[src/hw/rtl/plds_pkg.sv]
// Shared types and constants for the pixel lerp, smoothing and dither core.
package plds_pkg;

    localparam int CHAN_W = 8;
    localparam int WEIGHT_W = 13;
    localparam int THR_W = 8;
    localparam int CFG_INDEX_W = 8;
    localparam int CFG_DATA_W = 13;

    localparam int WEIGHT_FRAC_BITS_DEF = 12;

    localparam int SMOOTH_PERCENT = 95;
    localparam int PERCENT_BASE = 100;

    localparam logic [CFG_INDEX_W-1:0] REG_SMOOTH_ENABLE = 8'd0;
    localparam logic [CFG_INDEX_W-1:0] REG_DITHER_ENABLE = 8'd1;
    localparam logic [CFG_INDEX_W-1:0] REG_UPPER_CUT = 8'd2;
    localparam logic [CFG_INDEX_W-1:0] REG_LOWER_CUT = 8'd3;

    localparam logic [WEIGHT_W-1:0] UPPER_CUT_RESET = 13'd4095;
    localparam logic [WEIGHT_W-1:0] LOWER_CUT_RESET = 13'd1;

    typedef struct packed {
        logic [CHAN_W-1:0] red;
        logic [CHAN_W-1:0] green;
        logic [CHAN_W-1:0] blue;
        logic [CHAN_W-1:0] alpha;
    } pixel_t;

endpackage

[src/hw/rtl/plds_lerp.sv]
// Per-channel linear blend of two RGBA pixels with a fixed-point weight; the result is truncated.
module plds_lerp #(
    parameter int WEIGHT_FRAC_BITS = plds_pkg::WEIGHT_FRAC_BITS_DEF
) (
    input  plds_pkg::pixel_t              x,
    input  plds_pkg::pixel_t              y,
    input  logic [WEIGHT_FRAC_BITS:0]     w,
    output plds_pkg::pixel_t              z
);
    import plds_pkg::*;

    localparam int SW = WEIGHT_FRAC_BITS + 1;
    localparam int PW = SW + CHAN_W + 1;
    localparam logic [SW-1:0] ONE = {1'b1, {WEIGHT_FRAC_BITS{1'b0}}};

    logic [SW-1:0] w_inv;

    assign w_inv = ONE - w;

    function automatic logic [CHAN_W-1:0] blend(
        input logic [CHAN_W-1:0] a,
        input logic [CHAN_W-1:0] b,
        input logic [SW-1:0]     wi,
        input logic [SW-1:0]     wf
    );
        logic [PW-1:0] acc;
        acc = PW'(a) * PW'(wi) + PW'(b) * PW'(wf);
        return acc[WEIGHT_FRAC_BITS +: CHAN_W];
    endfunction

    assign z.red   = blend(x.red,   y.red,   w_inv, w);
    assign z.green = blend(x.green, y.green, w_inv, w);
    assign z.blue  = blend(x.blue,  y.blue,  w_inv, w);
    assign z.alpha = blend(x.alpha, y.alpha, w_inv, w);

endmodule

[config.mk]
export PLATFORM = sky130hd
export DESIGN_NAME = plds_lerp
export DESIGN_NICKNAME = d
export VERILOG_FILES = /design/src/hw/rtl/plds_pkg.sv /design/src/hw/rtl/plds_lerp.sv
export SDC_FILE = /design/constraint.sdc
export NUM_CORES = 2
export LEC_CHECK = 0
export BUFFER_PORTS_ARGS = -buffer_cell sky130_fd_sc_hd__buf_2
export CORE_ASPECT_RATIO = 1.75
export CORE_MARGIN = 4
export CORE_UTILIZATION = 40
export DETAILED_ROUTE_END_ITERATION = 10
export SYNTH_ARGS = -nofsm -noshare
export SYNTH_HDL_FRONTEND = slang
export SYNTH_SLANG_ARGS = --single-unit
[constraint.sdc]
create_clock -name vclk -period 10.7
set_clock_uncertainty 0.1 [all_clocks]
set_input_delay 1.605 -clock vclk [all_inputs]
set_output_delay 1.605 -clock vclk [all_outputs]
set_load 0.01 [all_outputs]
==> flow_summary.ini <==
[floorplanning]
die-area_mm2 = 0.06781
dieWidth_um = 198.6
coreArea_mm2 = 0.06304
rows = 122
dieHeight_um = 341.5
start_util_pct = 40.33
io_pins = 109

[cells_and_area]
seq_cells = 0
nets = 3896
stdcell_count = 3731
fillCellCount = 6282
syn2layout_area_growth_pct = 7.121
layout-drive-gt1-share_pct = 7.123
nClkBuffers = 0
register_area_um2 = 0

[routing]
first_pass_iters = 5
antenna_left = 0
vias_per_cell = 4.827
drc = 0
drt_wl_total_mm = 62.57
drtIter0Drc = 756
wl_per_cell_um = 16.77
num_vias = 18010

[logic_synthesis]
synth-xor-area-share_pct = 2.579
synth-compound-area-share_pct = 1.723
synth_area_leader_cell = fa_1
synthTopCellsByArea = fa_1 51%, ha_1 12%, inv_1 12%
synth_top_family_by_area = adder cells
synth_seq_area_share_pct = 0
synth_mux_area_share_pct = 0
avgSynthCellArea_um2 = 8.779
synth_fa_ha_area_share_pct = 63.28
synth_area_mm2 = 0.02542
synth-warning-count = 0
synth-simple-area-share_pct = 18.29
synth.top_cell.area_share_pct = 51.03
yosysUniqueCellTypes = 46
syn-num-nets = 3870
syn_inst = 2896

[worst_setup_path]
cp.required_ps = 9000
critical_path_buf_inv_count = 8
cp-end-kind = primary output
crit_type = in2out
slowest_delay_ps = 560
critPathMaxFanout = 10
start_kind = primary input
slowest_stage = fa_1
path_delay_family = adder cells
cp.arrival_ps = 8700
critical_path.most_common_cell = fa_1

[clock_tree]
cts_hold_buf = 0

[timing]
maxSlewViolCount = 0
period_needed_ps = 10410
worstMarginPinSlew_ps = 557.6
finalSetupViolCount = 0
max_freq_ghz = 0.09610
finalHoldViolCount = 0
finalCritPeriodShare_pct = 97.26
max_slew_margin_pct = 62.83
setup_ws_ps = 293.6

[global_routing]
grt_start_max_net_pins = 36
grt_pass1_vias = 20250
gr-total-overflow = 0
grt_pass1_wl_mm = 105.4
grt_antenna_before_repair = 8
track_usage_pct = 19.42

[place]
place_ws_ps = -11.70
dp_hpwl_mm = 52.51
gp_congestion = 0.8287
port_buffers = 109
dp_cells = 3710

[run]
drv_cap = 0

[status]
status = complete, no violations

[hold_path]
hp-class = in2out
-- final cells by class --
class	count	area, um2	share of cell area (%)
Multi-Input combinational cell	1946	22090	81.10
Inverter	798	2995	11.00
Timing Repair Buffer	176	1131	4.153
Tap cell	806	1008	3.703
Antenna cell	5	12.51	0.04594
-- cell usage after synthesis (all sizes together) (3+ instances only) --
master	instances
a21oi	22
o21ai	11
nor2	30
nor3	13
xnor2	62
nor2b	4
o211ai	4
inv	798
clkbuf	143
xor2	12
o21a	3
buf	9
nand4	7
or4	3
or3	4
ha	249
fa	648
a211oi	5
nand2	384
nand3	6
a31oi	3
and2	451
-- final timing paths --
path / startpoint / endpoint / slack (ps) / depth (start not counted)
setup / recovery: w[1] / z[13] / 290 / 27
hold / removal: x[7] / z[7] / 3740 / 5
-- per-stage QoR --
step	setup TNS, ps	hold slack, ps	instance area (um2)	util [%]
detailed placement	-11.70	3750	26920	42.71
floorplan	0	3381	25420	-
finish	0	3742	27230	43.20
global placement	0	3753	26920	42.71
global route	-36.91	3807	27230	43.19
CTS	0	3761	26980	42.80
-- layout by cell type, fill, tap and decap left out, drive strengths merged, types with 4 or more instances in the layout --
cell type,netlist,final
a21oi,22,22
or3,4,4
ha,249,249
nand3,6,6
nor2b,4,4
buf,9,176
nor2,30,30
diode,0,5
fa,648,648
inv,798,798
o211ai,4,4
a211oi,5,5
o21ai,11,11
and2,451,451
nand4,7,7
nor3,13,13
nand2,384,384
xor2,12,12
xnor2,62,62
-- repair_timing --
item                       4_1_cts  5_1_grt
buffers inserted                 5       11
gates cloned                     0        0
hold endpoints to repair         0        0
setup endpoints to repair        3       13
pin swaps                        2        6
gates resized for setup          1       25
-- per-layer routing --
metal | part of all wire [%] | global-route usage (%) | vias to the layer above | wire [um]
li1 | - | - | 8223 | -
met1 | 39 | 24.22 | 9431 | 24670
met2 | 55 | 36.10 | 279 | 34230
met3 | 3.1 | 1.468 | 73 | 1944
met4 | 2.7 | 5.004 | 4 | 1686
met5 | 0.054 | 0 | - | 34
-- cell families after synthesis --
family | after synthesis
buffers and inverters | 950
adders and majority gates | 897
and+or+nand+nor | 909
AOI/OAI and AO/OA | 66
xor gates and xnor gates | 74
